`src/hdl/wtmix_pkg.sv`:
```
// ----------------------------------------------------------------------------
// wtmix_pkg
// Shared constants, codes and types of the wavetable tone mixer.
// ----------------------------------------------------------------------------
package wtmix_pkg;

   localparam int NUM_VOICES_DEF      = 16;
   localparam int TABLE_DEPTH_DEF     = 128;
   localparam int PHASE_FRAC_BITS_DEF = 10;
   localparam int MIX_SHIFT_DEF       = 12;

   localparam int FUNC_W        = 2;
   localparam int VOICE_W       = 4;
   localparam int STEP_W        = 32;
   localparam int GAIN_W        = 8;
   localparam int TABLE_INDEX_W = 7;
   localparam int TABLE_VALUE_W = 16;
   localparam int DUTY_W        = 16;

   localparam int CSR_ADDR_W = 3;
   localparam int CSR_DATA_W = 32;
   localparam int PERIOD_W   = 16;

   localparam logic [PERIOD_W-1:0] PWM_PERIOD_RESET = 16'd1406;

   typedef enum logic [FUNC_W-1:0] {
      FUNC_SET_VOICE  = 2'd0,
      FUNC_SAMPLE     = 2'd1,
      FUNC_LOAD_TABLE = 2'd2
   } func_type;

   typedef enum logic [0:0] {
      CSR_PWM_PERIOD = 1'b0
   } csr_reg_type;

   typedef struct packed {
      logic clr_we;
      logic set_we;
      logic load_we;
      logic acc_init;
      logic issue;
      logic out_load;
   } cmd_type;

endpackage

```
`src/hdl/wtmix_req_if.sv`:
```
// ----------------------------------------------------------------------------
// wtmix_req_if
// Request channel: voice setup, sample and table load beats.
// ----------------------------------------------------------------------------
interface wtmix_req_if;
   logic                                    valid;
   logic                                    ready;
   logic [wtmix_pkg::FUNC_W-1:0]            func;
   logic [wtmix_pkg::VOICE_W-1:0]           voice;
   logic [wtmix_pkg::STEP_W-1:0]            phase_step;
   logic [wtmix_pkg::GAIN_W-1:0]            gain;
   logic [wtmix_pkg::TABLE_INDEX_W-1:0]     table_index;
   logic signed [wtmix_pkg::TABLE_VALUE_W-1:0] table_value;

   modport source (output valid, func, voice, phase_step, gain, table_index, table_value,
                   input ready);
   modport sink (input valid, func, voice, phase_step, gain, table_index, table_value,
                 output ready);
endinterface

```
`src/hdl/wtmix_rsp_if.sv`:
```
// ----------------------------------------------------------------------------
// wtmix_rsp_if
// Response channel: one duty beat per sample request.
// ----------------------------------------------------------------------------
interface wtmix_rsp_if;
   logic                          valid;
   logic                          ready;
   logic [wtmix_pkg::DUTY_W-1:0]  duty;
   logic                          clipped;

   modport source (output valid, duty, clipped, input ready);
   modport sink (input valid, duty, clipped, output ready);
endinterface

```
`src/hdl/wtmix_ctrl.sv`:
```
// ----------------------------------------------------------------------------
// wtmix_ctrl
// Sequencer: memory clear after reset, request decode, voice issue,
// pipeline drain and response hand-off.
// ----------------------------------------------------------------------------
module wtmix_ctrl #(
   parameter int NUM_VOICES = wtmix_pkg::NUM_VOICES_DEF,
   parameter int CLR_DEPTH  = wtmix_pkg::TABLE_DEPTH_DEF,
   localparam int VOICE_AW  = (NUM_VOICES > 1) ? $clog2(NUM_VOICES) : 1,
   localparam int CLR_AW    = $clog2(CLR_DEPTH)
) (
   input  logic                             clock,
   input  logic                             reset,
   input  logic                             req_valid,
   input  logic [wtmix_pkg::FUNC_W-1:0]     req_func,
   output logic                             req_ready,
   input  logic                             rsp_ready,
   output logic                             rsp_valid,
   input  logic                             pipe_busy,
   output wtmix_pkg::cmd_type               cmd,
   output logic [VOICE_AW-1:0]              issue_voice,
   output logic [CLR_AW-1:0]                clr_addr
);

   typedef enum logic [4:0] {
      ST_CLEAR  = 5'b00001,
      ST_IDLE   = 5'b00010,
      ST_ISSUE  = 5'b00100,
      ST_DRAIN  = 5'b01000,
      ST_FINISH = 5'b10000
   } state_type;

   localparam logic [VOICE_AW-1:0] LAST_VOICE = VOICE_AW'(NUM_VOICES - 1);
   localparam logic [CLR_AW-1:0]   LAST_CLR   = CLR_AW'(CLR_DEPTH - 1);

   state_type           state_ff, state_in;
   logic [VOICE_AW-1:0] voice_cnt_ff, voice_cnt_in;
   logic [CLR_AW-1:0]   clr_cnt_ff, clr_cnt_in;
   logic                rsp_valid_ff, rsp_valid_in;

   always_comb begin
      state_in     = state_ff;
      voice_cnt_in = voice_cnt_ff;
      clr_cnt_in   = clr_cnt_ff;
      rsp_valid_in = rsp_valid_ff && !rsp_ready;
      cmd          = '0;
      req_ready    = 1'b0;
      unique case (state_ff)
         ST_CLEAR: begin
            cmd.clr_we = 1'b1;
            clr_cnt_in = clr_cnt_ff + 1'b1;
            if (clr_cnt_ff == LAST_CLR) begin
               state_in = ST_IDLE;
            end
         end
         ST_IDLE: begin
            req_ready = 1'b1;
            if (req_valid) begin
               if (req_func == wtmix_pkg::FUNC_SET_VOICE) begin
                  cmd.set_we = 1'b1;
               end
               if (req_func == wtmix_pkg::FUNC_LOAD_TABLE) begin
                  cmd.load_we = 1'b1;
               end
               if (req_func == wtmix_pkg::FUNC_SAMPLE) begin
                  cmd.acc_init = 1'b1;
                  voice_cnt_in = '0;
                  state_in     = ST_ISSUE;
               end
            end
         end
         ST_ISSUE: begin
            cmd.issue    = 1'b1;
            voice_cnt_in = voice_cnt_ff + 1'b1;
            if (voice_cnt_ff == LAST_VOICE) begin
               state_in = ST_DRAIN;
            end
         end
         ST_DRAIN: begin
            if (!pipe_busy) begin
               state_in = ST_FINISH;
            end
         end
         ST_FINISH: begin
            if (!rsp_valid_ff || rsp_ready) begin
               cmd.out_load = 1'b1;
               rsp_valid_in = 1'b1;
               state_in     = ST_IDLE;
            end
         end
         default: begin
            state_in = ST_CLEAR;
         end
      endcase
   end

   always_ff @(posedge clock) begin
      if (reset) begin
         state_ff     <= ST_CLEAR;
         voice_cnt_ff <= '0;
         clr_cnt_ff   <= '0;
         rsp_valid_ff <= 1'b0;
      end else begin
         state_ff     <= state_in;
         voice_cnt_ff <= voice_cnt_in;
         clr_cnt_ff   <= clr_cnt_in;
         rsp_valid_ff <= rsp_valid_in;
      end
   end

   assign rsp_valid   = rsp_valid_ff;
   assign issue_voice = voice_cnt_ff;
   assign clr_addr    = clr_cnt_ff;

`ifndef SYNTHESIS
   a_out_free: assert property (@(posedge clock) disable iff (reset)
      cmd.out_load |-> (!rsp_valid_ff || rsp_ready))
      else $error("result loaded over an untaken beat");
   a_cmd_excl: assert property (@(posedge clock) disable iff (reset)
      $onehot0({cmd.clr_we, cmd.set_we, cmd.load_we, cmd.acc_init, cmd.issue, cmd.out_load}))
      else $error("overlapping datapath commands");
   a_last_issue: assert property (@(posedge clock) disable iff (reset)
      (state_ff == ST_ISSUE && voice_cnt_ff == LAST_VOICE) |=> (state_ff == ST_DRAIN))
      else $error("issue did not stop after last voice");
`endif

endmodule

```
`src/hdl/wtmix_dp.sv`:
```
// ----------------------------------------------------------------------------
// wtmix_dp
// Datapath: voice and table memories, phase update, table lookup,
// multiply-accumulate pipeline and saturating output register.
// ----------------------------------------------------------------------------
module wtmix_dp #(
   parameter int NUM_VOICES      = wtmix_pkg::NUM_VOICES_DEF,
   parameter int TABLE_DEPTH     = wtmix_pkg::TABLE_DEPTH_DEF,
   parameter int PHASE_FRAC_BITS = wtmix_pkg::PHASE_FRAC_BITS_DEF,
   parameter int MIX_SHIFT       = wtmix_pkg::MIX_SHIFT_DEF,
   parameter int CLR_DEPTH       = wtmix_pkg::TABLE_DEPTH_DEF,
   localparam int VOICE_AW       = (NUM_VOICES > 1) ? $clog2(NUM_VOICES) : 1,
   localparam int CLR_AW         = $clog2(CLR_DEPTH)
) (
   input  logic                                       clock,
   input  logic                                       reset,
   input  wtmix_pkg::cmd_type                         cmd,
   input  logic [VOICE_AW-1:0]                        issue_voice,
   input  logic [CLR_AW-1:0]                          clr_addr,
   input  logic [wtmix_pkg::VOICE_W-1:0]              req_voice,
   input  logic [wtmix_pkg::STEP_W-1:0]               req_phase_step,
   input  logic [wtmix_pkg::GAIN_W-1:0]               req_gain,
   input  logic [wtmix_pkg::TABLE_INDEX_W-1:0]        req_table_index,
   input  logic signed [wtmix_pkg::TABLE_VALUE_W-1:0] req_table_value,
   input  logic [wtmix_pkg::PERIOD_W-1:0]             pwm_period,
   output logic                                       pipe_busy,
   output logic [wtmix_pkg::DUTY_W-1:0]               duty,
   output logic                                       clipped
);

   localparam int TABLE_AW = $clog2(TABLE_DEPTH);
   localparam int STEP_W   = wtmix_pkg::STEP_W;
   localparam int GAIN_W   = wtmix_pkg::GAIN_W;
   localparam int TV_W     = wtmix_pkg::TABLE_VALUE_W;
   localparam int PROD_W   = TV_W + GAIN_W + 1;
   localparam int ACC_W    = wtmix_pkg::PERIOD_W + MIX_SHIFT + GAIN_W + VOICE_AW + 3;
   localparam int DUTY_W   = wtmix_pkg::DUTY_W;
   localparam logic signed [ACC_W-1:0] DUTY_MAX = ACC_W'((1 << DUTY_W) - 1);

   logic [STEP_W-1:0] phase_mem [NUM_VOICES];
   logic [STEP_W-1:0] step_mem  [NUM_VOICES];
   logic [GAIN_W-1:0] vol_mem   [NUM_VOICES];
   logic [TV_W-1:0]   table_mem [TABLE_DEPTH];

   logic                       clr_voice_hit, clr_table_hit, set_hit, load_hit;
   logic [STEP_W-1:0]          s1_phase_ff, s1_step_ff, s1_new_phase;
   logic [GAIN_W-1:0]          s1_vol_ff, s2_vol_ff;
   logic [VOICE_AW-1:0]        s1_voice_ff;
   logic                       s1_vld_ff, s2_vld_ff, s3_vld_ff;
   logic signed [TV_W-1:0]     s2_tbl_ff;
   logic signed [PROD_W-1:0]   s3_prod_ff, s3_prod_in;
   logic signed [ACC_W-1:0]    acc_ff, acc_in, offset, sample;
   logic [DUTY_W-1:0]          duty_ff, duty_in;
   logic                       clip_ff, clip_in;

   assign clr_voice_hit = cmd.clr_we && (32'(clr_addr) < NUM_VOICES);
   assign clr_table_hit = cmd.clr_we && (32'(clr_addr) < TABLE_DEPTH);
   assign set_hit       = cmd.set_we && (32'(req_voice) < NUM_VOICES);
   assign load_hit      = cmd.load_we && (32'(req_table_index) < TABLE_DEPTH);

   always_ff @(posedge clock) begin
      if (clr_voice_hit) begin
         step_mem[clr_addr[VOICE_AW-1:0]] <= '0;
         vol_mem[clr_addr[VOICE_AW-1:0]]  <= '0;
      end else if (set_hit) begin
         step_mem[VOICE_AW'(req_voice)] <= req_phase_step;
         vol_mem[VOICE_AW'(req_voice)]  <= (req_phase_step == '0) ? '0 : req_gain;
      end
   end

   assign s1_new_phase = s1_phase_ff + s1_step_ff;

   always_ff @(posedge clock) begin
      if (clr_voice_hit) begin
         phase_mem[clr_addr[VOICE_AW-1:0]] <= '0;
      end else if (s1_vld_ff) begin
         phase_mem[s1_voice_ff] <= s1_new_phase;
      end
   end

   always_ff @(posedge clock) begin
      if (clr_table_hit) begin
         table_mem[clr_addr[TABLE_AW-1:0]] <= '0;
      end else if (load_hit) begin
         table_mem[TABLE_AW'(req_table_index)] <= req_table_value;
      end
   end

   always_ff @(posedge clock) begin
      s1_phase_ff <= phase_mem[issue_voice];
      s1_step_ff  <= step_mem[issue_voice];
      s1_vol_ff   <= vol_mem[issue_voice];
      s1_voice_ff <= issue_voice;
      s2_tbl_ff   <= table_mem[s1_new_phase[PHASE_FRAC_BITS +: TABLE_AW]];
      s2_vol_ff   <= s1_vol_ff;
      s3_prod_ff  <= s3_prod_in;
      acc_ff      <= acc_in;
      duty_ff     <= duty_in;
      clip_ff     <= clip_in;
   end

   always_ff @(posedge clock) begin
      if (reset) begin
         s1_vld_ff <= 1'b0;
         s2_vld_ff <= 1'b0;
         s3_vld_ff <= 1'b0;
      end else begin
         s1_vld_ff <= cmd.issue;
         s2_vld_ff <= s1_vld_ff;
         s3_vld_ff <= s2_vld_ff;
      end
   end

   assign s3_prod_in = PROD_W'(s2_tbl_ff) * PROD_W'($signed({1'b0, s2_vol_ff}));
   assign offset     = $signed((ACC_W'(pwm_period) << MIX_SHIFT) >> 1);
   assign sample     = acc_ff >>> MIX_SHIFT;

   always_comb begin
      acc_in = acc_ff;
      if (cmd.acc_init) begin
         acc_in = offset;
      end else if (s3_vld_ff) begin
         acc_in = acc_ff + ACC_W'(s3_prod_ff);
      end
   end

   always_comb begin
      duty_in = duty_ff;
      clip_in = clip_ff;
      if (cmd.out_load) begin
         priority if (sample < 0) begin
            duty_in = '0;
            clip_in = 1'b1;
         end else if (sample > DUTY_MAX) begin
            duty_in = '1;
            clip_in = 1'b1;
         end else begin
            duty_in = sample[DUTY_W-1:0];
            clip_in = 1'b0;
         end
      end
   end

   assign pipe_busy = s1_vld_ff || s2_vld_ff || s3_vld_ff;
   assign duty      = duty_ff;
   assign clipped   = clip_ff;

`ifndef SYNTHESIS
   a_init_quiet: assert property (@(posedge clock) disable iff (reset)
      cmd.acc_init |-> !pipe_busy)
      else $error("accumulator restarted while products in flight");
   a_load_drained: assert property (@(posedge clock) disable iff (reset)
      cmd.out_load |-> (!pipe_busy && !cmd.issue))
      else $error("result taken before accumulation finished");
`endif

endmodule

```
`src/hdl/polyphonic_wavetable_tone_mixer.sv`:
```
// ----------------------------------------------------------------------------
// polyphonic_wavetable_tone_mixer
// Multi-voice wavetable synthesizer mixing all voices into a PWM duty value.
// ----------------------------------------------------------------------------
// usage
//   req_if: func 0 sets a voice step and gain, func 2 loads one table entry,
//   func 1 advances every voice and mixes one sample; func 3 is dropped.
//   rsp_if: one duty/clipped beat per sample request, none for the others.
//   csr: register 0 at byte address 0 holds pwm_period (reset 1406).
// timing
//   set-voice and table-load beats are written to memory as they are taken.
//   a sample beat issues its voices one per cycle through a shared lookup and
//   multiply-accumulate pipeline.
// reset
//   memories are swept to zero over max(TABLE_DEPTH, NUM_VOICES) addresses;
//   req_if.ready stays low until the sweep ends.
// stall
//   a finished beat sits in the output register; the next request is still
//   taken, and the next sample waits at its end until the beat is taken.
// ----------------------------------------------------------------------------
module polyphonic_wavetable_tone_mixer #(
   parameter int NUM_VOICES      = wtmix_pkg::NUM_VOICES_DEF,
   parameter int TABLE_DEPTH     = wtmix_pkg::TABLE_DEPTH_DEF,
   parameter int PHASE_FRAC_BITS = wtmix_pkg::PHASE_FRAC_BITS_DEF,
   parameter int MIX_SHIFT       = wtmix_pkg::MIX_SHIFT_DEF
) (
   input  logic                                clock,
   input  logic                                reset,
   wtmix_req_if.sink                           req_if,
   wtmix_rsp_if.source                         rsp_if,
   input  logic                                csr_psel,
   input  logic                                csr_penable,
   input  logic                                csr_pwrite,
   input  logic [wtmix_pkg::CSR_ADDR_W-1:0]    csr_paddr,
   input  logic [wtmix_pkg::CSR_DATA_W-1:0]    csr_pwdata,
   output logic [wtmix_pkg::CSR_DATA_W-1:0]    csr_prdata,
   output logic                                csr_pready
);

   localparam int CLR_DEPTH = (TABLE_DEPTH > NUM_VOICES) ? TABLE_DEPTH : NUM_VOICES;
   localparam int VOICE_AW  = (NUM_VOICES > 1) ? $clog2(NUM_VOICES) : 1;
   localparam int CLR_AW    = $clog2(CLR_DEPTH);

   logic [wtmix_pkg::PERIOD_W-1:0] pwm_period_ff, pwm_period_in;
   logic                           csr_hit;
   wtmix_pkg::cmd_type             cmd;
   logic [VOICE_AW-1:0]            issue_voice;
   logic [CLR_AW-1:0]              clr_addr;
   logic                           pipe_busy;

   assign csr_pready = 1'b1;
   assign csr_hit    = (csr_paddr[2] == wtmix_pkg::CSR_PWM_PERIOD);

   always_comb begin
      pwm_period_in = pwm_period_ff;
      if (csr_psel && csr_penable && csr_pwrite && csr_hit) begin
         pwm_period_in = csr_pwdata[wtmix_pkg::PERIOD_W-1:0];
      end
   end

   always_ff @(posedge clock) begin
      if (reset) begin
         pwm_period_ff <= wtmix_pkg::PWM_PERIOD_RESET;
      end else begin
         pwm_period_ff <= pwm_period_in;
      end
   end

   assign csr_prdata = csr_hit ? wtmix_pkg::CSR_DATA_W'(pwm_period_ff) : '0;

   wtmix_ctrl #(
      .NUM_VOICES (NUM_VOICES),
      .CLR_DEPTH  (CLR_DEPTH)
   ) u_ctrl (
      .clock       (clock),
      .reset       (reset),
      .req_valid   (req_if.valid),
      .req_func    (req_if.func),
      .req_ready   (req_if.ready),
      .rsp_ready   (rsp_if.ready),
      .rsp_valid   (rsp_if.valid),
      .pipe_busy   (pipe_busy),
      .cmd         (cmd),
      .issue_voice (issue_voice),
      .clr_addr    (clr_addr)
   );

   wtmix_dp #(
      .NUM_VOICES      (NUM_VOICES),
      .TABLE_DEPTH     (TABLE_DEPTH),
      .PHASE_FRAC_BITS (PHASE_FRAC_BITS),
      .MIX_SHIFT       (MIX_SHIFT),
      .CLR_DEPTH       (CLR_DEPTH)
   ) u_dp (
      .clock           (clock),
      .reset           (reset),
      .cmd             (cmd),
      .issue_voice     (issue_voice),
      .clr_addr        (clr_addr),
      .req_voice       (req_if.voice),
      .req_phase_step  (req_if.phase_step),
      .req_gain        (req_if.gain),
      .req_table_index (req_if.table_index),
      .req_table_value (req_if.table_value),
      .pwm_period      (pwm_period_ff),
      .pipe_busy       (pipe_busy),
      .duty            (rsp_if.duty),
      .clipped         (rsp_if.clipped)
   );

endmodule

```
`src/flat_wrapper.sv`:
```
// flat-port wrapper written by rule: the top's interface ports become plain ports
module polyphonic_wavetable_tone_mixer_flat 
#(
   parameter int NUM_VOICES      = wtmix_pkg::NUM_VOICES_DEF,
   parameter int TABLE_DEPTH     = wtmix_pkg::TABLE_DEPTH_DEF,
   parameter int PHASE_FRAC_BITS = wtmix_pkg::PHASE_FRAC_BITS_DEF,
   parameter int MIX_SHIFT       = wtmix_pkg::MIX_SHIFT_DEF
)
  (clock, reset, csr_psel, csr_penable, csr_pwrite, csr_paddr, csr_pwdata, csr_prdata, csr_pready, req_if_valid, req_if_func, req_if_voice, req_if_phase_step, req_if_gain, req_if_table_index, req_if_table_value, req_if_ready, rsp_if_valid, rsp_if_duty, rsp_if_clipped, rsp_if_ready);
  wtmix_req_if req_if_i ();
  wtmix_rsp_if rsp_if_i ();
  input  logic clock;
  input  logic reset;
  input  logic csr_psel;
  input  logic csr_penable;
  input  logic csr_pwrite;
  input  logic [wtmix_pkg::CSR_ADDR_W-1:0] csr_paddr;
  input  logic [wtmix_pkg::CSR_DATA_W-1:0] csr_pwdata;
  output logic [wtmix_pkg::CSR_DATA_W-1:0] csr_prdata;
  output logic csr_pready;
  input wire logic [$bits(req_if_i.valid)-1:0] req_if_valid;
  input wire logic [$bits(req_if_i.func)-1:0] req_if_func;
  input wire logic [$bits(req_if_i.voice)-1:0] req_if_voice;
  input wire logic [$bits(req_if_i.phase_step)-1:0] req_if_phase_step;
  input wire logic [$bits(req_if_i.gain)-1:0] req_if_gain;
  input wire logic [$bits(req_if_i.table_index)-1:0] req_if_table_index;
  input wire logic [$bits(req_if_i.table_value)-1:0] req_if_table_value;
  output wire logic [$bits(req_if_i.ready)-1:0] req_if_ready;
  output wire logic [$bits(rsp_if_i.valid)-1:0] rsp_if_valid;
  output wire logic [$bits(rsp_if_i.duty)-1:0] rsp_if_duty;
  output wire logic [$bits(rsp_if_i.clipped)-1:0] rsp_if_clipped;
  input wire logic [$bits(rsp_if_i.ready)-1:0] rsp_if_ready;
  assign req_if_i.valid = req_if_valid;
  assign req_if_i.func = req_if_func;
  assign req_if_i.voice = req_if_voice;
  assign req_if_i.phase_step = req_if_phase_step;
  assign req_if_i.gain = req_if_gain;
  assign req_if_i.table_index = req_if_table_index;
  assign req_if_i.table_value = req_if_table_value;
  assign req_if_ready = req_if_i.ready;
  assign rsp_if_valid = rsp_if_i.valid;
  assign rsp_if_duty = rsp_if_i.duty;
  assign rsp_if_clipped = rsp_if_i.clipped;
  assign rsp_if_i.ready = rsp_if_ready;
  polyphonic_wavetable_tone_mixer #(.NUM_VOICES(NUM_VOICES), .TABLE_DEPTH(TABLE_DEPTH), .PHASE_FRAC_BITS(PHASE_FRAC_BITS), .MIX_SHIFT(MIX_SHIFT)) u_core (.clock(clock), .reset(reset), .req_if(req_if_i), .rsp_if(rsp_if_i), .csr_psel(csr_psel), .csr_penable(csr_penable), .csr_pwrite(csr_pwrite), .csr_paddr(csr_paddr), .csr_pwdata(csr_pwdata), .csr_prdata(csr_prdata), .csr_pready(csr_pready));
endmodule
```
`config.mk`:
```
export PLATFORM = sky130hd
export DESIGN_NAME = polyphonic_wavetable_tone_mixer_flat
export DESIGN_NICKNAME = d
export VERILOG_FILES = /design/src/hdl/wtmix_pkg.sv /design/src/hdl/wtmix_req_if.sv /design/src/hdl/wtmix_rsp_if.sv /design/src/hdl/wtmix_ctrl.sv /design/src/hdl/wtmix_dp.sv /design/src/hdl/polyphonic_wavetable_tone_mixer.sv /design/src/flat_wrapper.sv
export SDC_FILE = /design/constraint.sdc
export NUM_CORES = 2
export LEC_CHECK = 0
export BUFFER_PORTS_ARGS = -buffer_cell sky130_fd_sc_hd__buf_2
export CAP_MARGIN = 40
export CORE_MARGIN = 1.5
export CORE_UTILIZATION = 30
export CTS_CLUSTER_DIAMETER = 120
export DETAILED_ROUTE_END_ITERATION = 8
export PLACE_DENSITY = 0.53
export SYNTH_ARGS = -nofsm -noshare
export SYNTH_HDL_FRONTEND = slang
export SYNTH_SLANG_ARGS = --single-unit
```
`constraint.sdc`:
```
create_clock -name clock -period 9 [get_ports clock]
set_input_delay 0 -clock clock [delete_from_list [all_inputs] [get_ports clock]]
set_output_delay 0 -clock clock [all_outputs]
set_load 0.02 [all_outputs]
```
# Word-level counts from Yosys, hierarchy flattened
# Memories as Yosys holds them, arrays and structs flattened. A register that Yosys moved wholly into a read port is not among the register bits.
# Cells that the tools add are included.
# op_classes
n_eq_ne	15
n_lt_le_gt_ge	3
mux	53
div_mod_pow	0
mul	1
shifts	0
n_addsub	4
reduce_logical	20
bitwise	1
# ops
op	count
32-bit 2-to-1 mux	2
32-bit OR reduction	2
27-bit 2-to-1 mux	2
16-bit 2-to-1 mux	3
43-bit by 25-bit adder with 43-bit output	1
32-bit adder	1
32-bit logical NOT	1
31-bit by 17-bit greater-than comparator with 1-bit output, second input constant	1
31-bit by 1-bit less-than comparator with 1-bit output, second input constant	1
5-bit 2-to-1 mux	6
1-bit 2-to-1 mux	28
16-bit by 9-bit multiplier with 25-bit output	1
5-bit one-hot mux with 5 select lines	1
4-bit 2-to-1 mux	5
8-bit 2-to-1 mux	2
16-bit OR reduction	1
2-bit != test, second input constant	6
4-bit one-hot mux with 2 select lines	1
8-bit OR reduction	1
7-bit by 1-bit adder with 7-bit output, second input constant	1
7-bit equality test, second input constant	1
7-bit by 5-bit less-than comparator with 1-bit output, second input constant	1
7-bit 2-to-1 mux	1
3-bit 2-to-1 mux	2
17 further kinds	25
# word_totals
memories	4
rom_bits	0
regBits	133
elab_cells	116
in_bits	111
latch_bits	0
ramBits	3200
# memory_table
name	depth	width	rd	rd_ports_with_merged_regs	write_ports	line_no	source
u_core.u_dp.table_mem	128	16	1	1	1	wtmix_dp.sv:43	logic [TV_W-1:0] table_mem [TABLE_DEPTH];
u_core.u_dp.phase_mem	16	32	1	1	1	wtmix_dp.sv:40	logic [STEP_W-1:0] phase_mem [NUM_VOICES];
u_core.u_dp.step_mem	16	32	1	1	1	wtmix_dp.sv:41	logic [STEP_W-1:0] step_mem [NUM_VOICES];
u_core.u_dp.vol_mem	16	8	1	1	1	wtmix_dp.sv:42	logic [GAIN_W-1:0] vol_mem [NUM_VOICES];

# Logic depth before layout (Yosys ltp)
# depth
ltp_word	9
mapped_depth	22
mapped_depth_nobuf	21

# By module
# From an unflattened synthesis, not the netlist that was laid out.
# hier_totals
cells_unflattened	6490
area_unflattened_um2	119688.5
# by_module_without_submodules
module	instances	area_per_inst_um2	cells_per_inst
wtmix_dp	1	117888.1	6286
polyphonic_wavetable_tone_mixer	1	947.2	106
wtmix_ctrl	1	853.3	98

# Worst setup path after synthesis
# OpenSTA, ideal clock, no wires.
# synth_timing
path_type	reg2reg
from	reg u_core.u_dp.s2_vol_ff[0]
to	reg u_core.u_dp.s3_prod_ff[23]
path_stages_with_launch	20
t_arrival_ps	5197
path_buffers	1
setup_slack_ps	3731
setup_ps	72
required_time_ps	8928
path_cell_list	dfxtp_1 > clkbuf_1 > nand2_1 > fa_1 > inv_1 > fa_1 > inv_1 > fa_1 > fa_1 > inv_1 > ha_1 > nor2b_1 > o21a_1 > o41ai_1 > o311ai_0 > a31oi_1 > nor2b_1 > o21a_1 > o41ai_1 > xnor2_1
# synth_between
elab_chain_len	1
# synth_rtl
item	line_no	source
from (decl)	wtmix_dp.sv:47	logic [GAIN_W-1:0] s1_vol_ff, s2_vol_ff;
from (signal assigned)	wtmix_dp.sv:95	s2_vol_ff <= s1_vol_ff;
16-bit by 9-bit multiplier with 25-bit output	wtmix_dp.sv:114	assign s3_prod_in = PROD_W'(s2_tbl_ff) * PROD_W'($signed({1'b0, s2_vol_ff}));
net u_core.u_dp.s3_prod_in[23]	wtmix_dp.sv:51	logic signed [PROD_W-1:0] s3_prod_ff, s3_prod_in;
to (signal assigned)	wtmix_dp.sv:96	s3_prod_ff <= s3_prod_in;
to (decl)	wtmix_dp.sv:51	
# The timed path passes the listed nets, and every way through them passes these cells.
# A chain may end at the register's enable or synchronous reset.

# Worst setup path in the final report
# layout_timing
from	reg u_core.u_dp.s1_step_ff[7], read port of u_core.u_dp.step_mem
to	reg u_core.u_dp.s2_tbl_ff[7], read port of u_core.u_dp.table_mem
# layout_between
elab_chain_len	1
# layout_rtl
item	line_no	source
from (decl)	wtmix_dp.sv:46	logic [STEP_W-1:0] s1_phase_ff, s1_step_ff, s1_new_phase;
32-bit adder	wtmix_dp.sv:71	assign s1_new_phase = s1_phase_ff + s1_step_ff;
to (decl)	wtmix_dp.sv:50	logic signed [TV_W-1:0] s2_tbl_ff;
# Every way passes these cells.

==> run metrics <==
Worst Setup Path Type register to register; max-slew violations 0; HPWL after DPL 239000 µm; syn_area_per_cell 14.9 µm²; maximum clock insertion buffer count 4; status finished, final reports clean; Final #Nets 9033; Worst-Margin Slew 1.17 ns; R2R Setup Slk 2.64 ns; CP Launch Type register; Ys Warns 0; Hold Vio Cnt, Final 0; wire per inst 27.5 µm; drt first pass iters 6; synthesized flop and latch total 2911; Die H 645 µm; ys flop type edfxtp_1; Setup TNS 0 ns; global-route wire length before repair 562000 µm; top cells by area, synth edfxtp_1 (67%), mux4_2 (5.6%), nand2_1 (3.5%), a221oi_1 (3.1%), dfxtp_1 (2.6%); worst r2r src u_core.u_dp.s1_step_ff[7]$_DFF_P_; multi-input logic area 35300 µm²; cts bufs inserted 315; Routed Antenna Nets 0; Die ar. 416000 µm²; Final Cycle Share 70.7%; clk slew on worst S/H paths 0.06 ns; worst-skew pair later-pin latency 0.92 ns; gr usage total 18.5%; fill count 38800; CP Launch Point u_core.u_dp.s1_step_ff[7]$_DFF_P_; initial core utilization 30.2%; # setup viols final 0; Hold Startpoint req_if_phase_step[23]; CP Max Fanout 94; max-cap violations 0; Placeable Area 410000 µm²; FF-to-FF End u_core.u_dp.s2_tbl_ff[7]$_DFF_P_; Max Clk Rate 0.157 GHz; count of different cell masters after synthesis 93; DR vias/cell 5.50; RSZ-0062 raised after global routing false; initial antenna violation count 29; min Tclk post-route 6.36 ns; H-tree depth 5; CTS hold repair buffers 115; Synth top area share 66.8%; Hold Path Class input port to register; row count 235; Post-CTS Setup Bufs 0; final hold slack 0.0698 ns; global route total overflow 0; hold depth 7; Register-to-Register Path Depth 13; chip width 645 µm; cell taking the most area after synthesis edfxtp_1; Post-Synthesis Cells 8315; routed via count 79400; post-synthesis async set-or-reset flop share 0%; routability cong. 0.847; Root Driver clkbuf_16; vias in the first global route 77000; CTS tree yes; drc violations 0; FF+latch area 85800 µm²; # port buffers 127; EDFF count, synth 2753; post_cts resized 0; area grow syn2layout 16.5%; Core Util, Final 35.1%; post-synthesis sequential area ratio 69.4%; clk_skew 0.0775 ns; IO Pins 163; relative max-transition margin 21.8%; drt total wl 397000 µm; fraction of layout cells with a size suffix above 1 15.9%; required time worst endpoint 9.69 ns; CP endpoint kind register; WHS Endpoint u_core.u_dp.vol_mem[3][1]$_DFFE_PP_; crit path DAT 7.05 ns; mapped cell area 124000 µm²; Iter 0 DRT Violations 9308; largest net degree at the start of global routing 143; CTS Sinks 2911
[through the flow]
stage	worst slack, ns	cell area (µm²)	instances
floorplan	3.73	124000	8330
global placement	2.66	132000	13600
detailed placement	2.79	133000	13700
CTS	2.81	144000	14400
global route	2.46	144000	14400
finish	2.64	144000	14400
[worst max-delay path by stage]
stage,to,slack (ns),cells after the start
after floorplan,u_core.u_dp.s3_prod_ff[23]$_DFF_P_,3.73,19
after global placement,u_core.u_dp.s2_tbl_ff[8]$_DFF_P_,2.66,14
after detailed placement,u_core.u_dp.s2_tbl_ff[7]$_DFF_P_,2.79,13
after CTS,u_core.u_dp.s2_tbl_ff[7]$_DFF_P_,2.81,13
after global routing,u_core.u_dp.s2_tbl_ff[4]$_DFF_P_,2.46,14
final,u_core.u_dp.s2_tbl_ff[7]$_DFF_P_,2.64,13
[synthesized netlist by cell type (all sizes together), types with 26 or more instances]
cell     number
nand2      1146
o21ai       178
and2        116
a21o         30
inv         178
edfxtp     2753
ha          110
buf         348
a211oi       33
nor2        413
xnor2        42
nand4        66
nor4         34
a221o        35
and3         42
a32oi        50
nor3         45
xor2         26
a22oi       108
nand3       350
a22o         32
a2111oi      28
mux2i       198
clkbuf      215
a21oi       312
dfxtp       158
mux4        305
nor2b        34
fa          104
a31oi        71
a221oi      431
[cells in the final DEF (no fill, tap or decap), types with 33 or more instances in the layout]
master         count
ha_1             109
and2_1            99
edfxtp_1        2753
buf_4            288
nor3_1            43
nor2_2            72
a22oi_1          107
mux2i_1          198
o21ai_0          165
inv_1            177
buf_2            141
and3_1            41
a221o_1           35
dfxtp_1          154
fa_1             104
nand2_1         1143
clkbuf_16        323
clkinv_1          63
xnor2_1           40
clkinv_2          40
clkbuf_1          84
a32oi_1           50
nand3_1          350
dlygate4sd3_1    115
nor2b_1           34
a221oi_1         431
a21oi_1          309
mux4_2           305
nor4_1            33
a31oi_1           71
nor2_1           309
nand4_1           65
[area by class of cell]
cell class | count | area share, %
Sequential cell | 2911 | 59.6
Multi-Input combinational cell | 4678 | 24.5
Clock buffer | 417 | 5.92
Tap cell | 5451 | 4.73
Timing Repair Buffer | 624 | 3.80
Clock inverter | 158 | 0.979
Inverter | 178 | 0.465
Antenna cell | 12 | 0.0208
[critical path, stage by stage (launching register included)]
cell	delay, ns
dfxtp_1	0.31
ha_1	0.40
nand4_2	0.20
nor4_2	0.87
or2_1	0.71
o22ai_4	0.27
nor2_4	0.62
buf_12	0.53
buf_4	0.45
nand3_1	0.12
a31oi_1	0.18
a221oi_1	0.20
o311ai_1	0.85
o41ai_2	0.37
[cells by family after synthesis]
group | share of synthesized area [%]
compound gates | 9.00
xor+xnor | 0.482
fa+ha+maj | 2.80
buf+inv | 2.68
flops | 69.4
mux | 7.25
other cells | 0.00607
simple gates | 8.40
[layer usage]
layer / up-vias / share of wire, % / wire length, µm / track usage (%)
met5: - / 0.0068 / 27 / 0
met4: 4 / 4.2 / 16800 / 7.29
met3: 764 / 9.1 / 36100 / 3.12
met2: 4086 / 46 / 184000 / 29.6
met1: 41200 / 40 / 161000 / 25.1
li1: 33400 / - / - / -
[registers in the layout (all words and copies together), names as in the netlist, 4 cells and up]
name / count
u_core.u_dp.s2_tbl_ff: 16
u_core.u_dp.table_mem: 2048
u_core.u_ctrl.clr_addr: 7
u_core.u_dp.s1_voice_ff: 4
u_core.u_dp.acc_ff: 43
u_core.u_dp.duty: 16
u_core.u_ctrl.state_ff: 5
u_core.u_ctrl.issue_voice: 4
u_core.u_dp.s1_vol_ff: 8
u_core.u_dp.step_mem: 272
u_core.u_dp.s1_phase_ff: 17
u_core.pwm_period_ff: 16
u_core.u_dp.phase_mem: 272
u_core.u_dp.s2_vol_ff: 8
u_core.u_dp.s1_step_ff: 17
u_core.u_dp.vol_mem: 128
u_core.u_dp.s3_prod_ff: 25
Power is left out: the tool's default activity adds up to more than one toggle a clock period on the data nets, which glitch-free logic cannot reach.
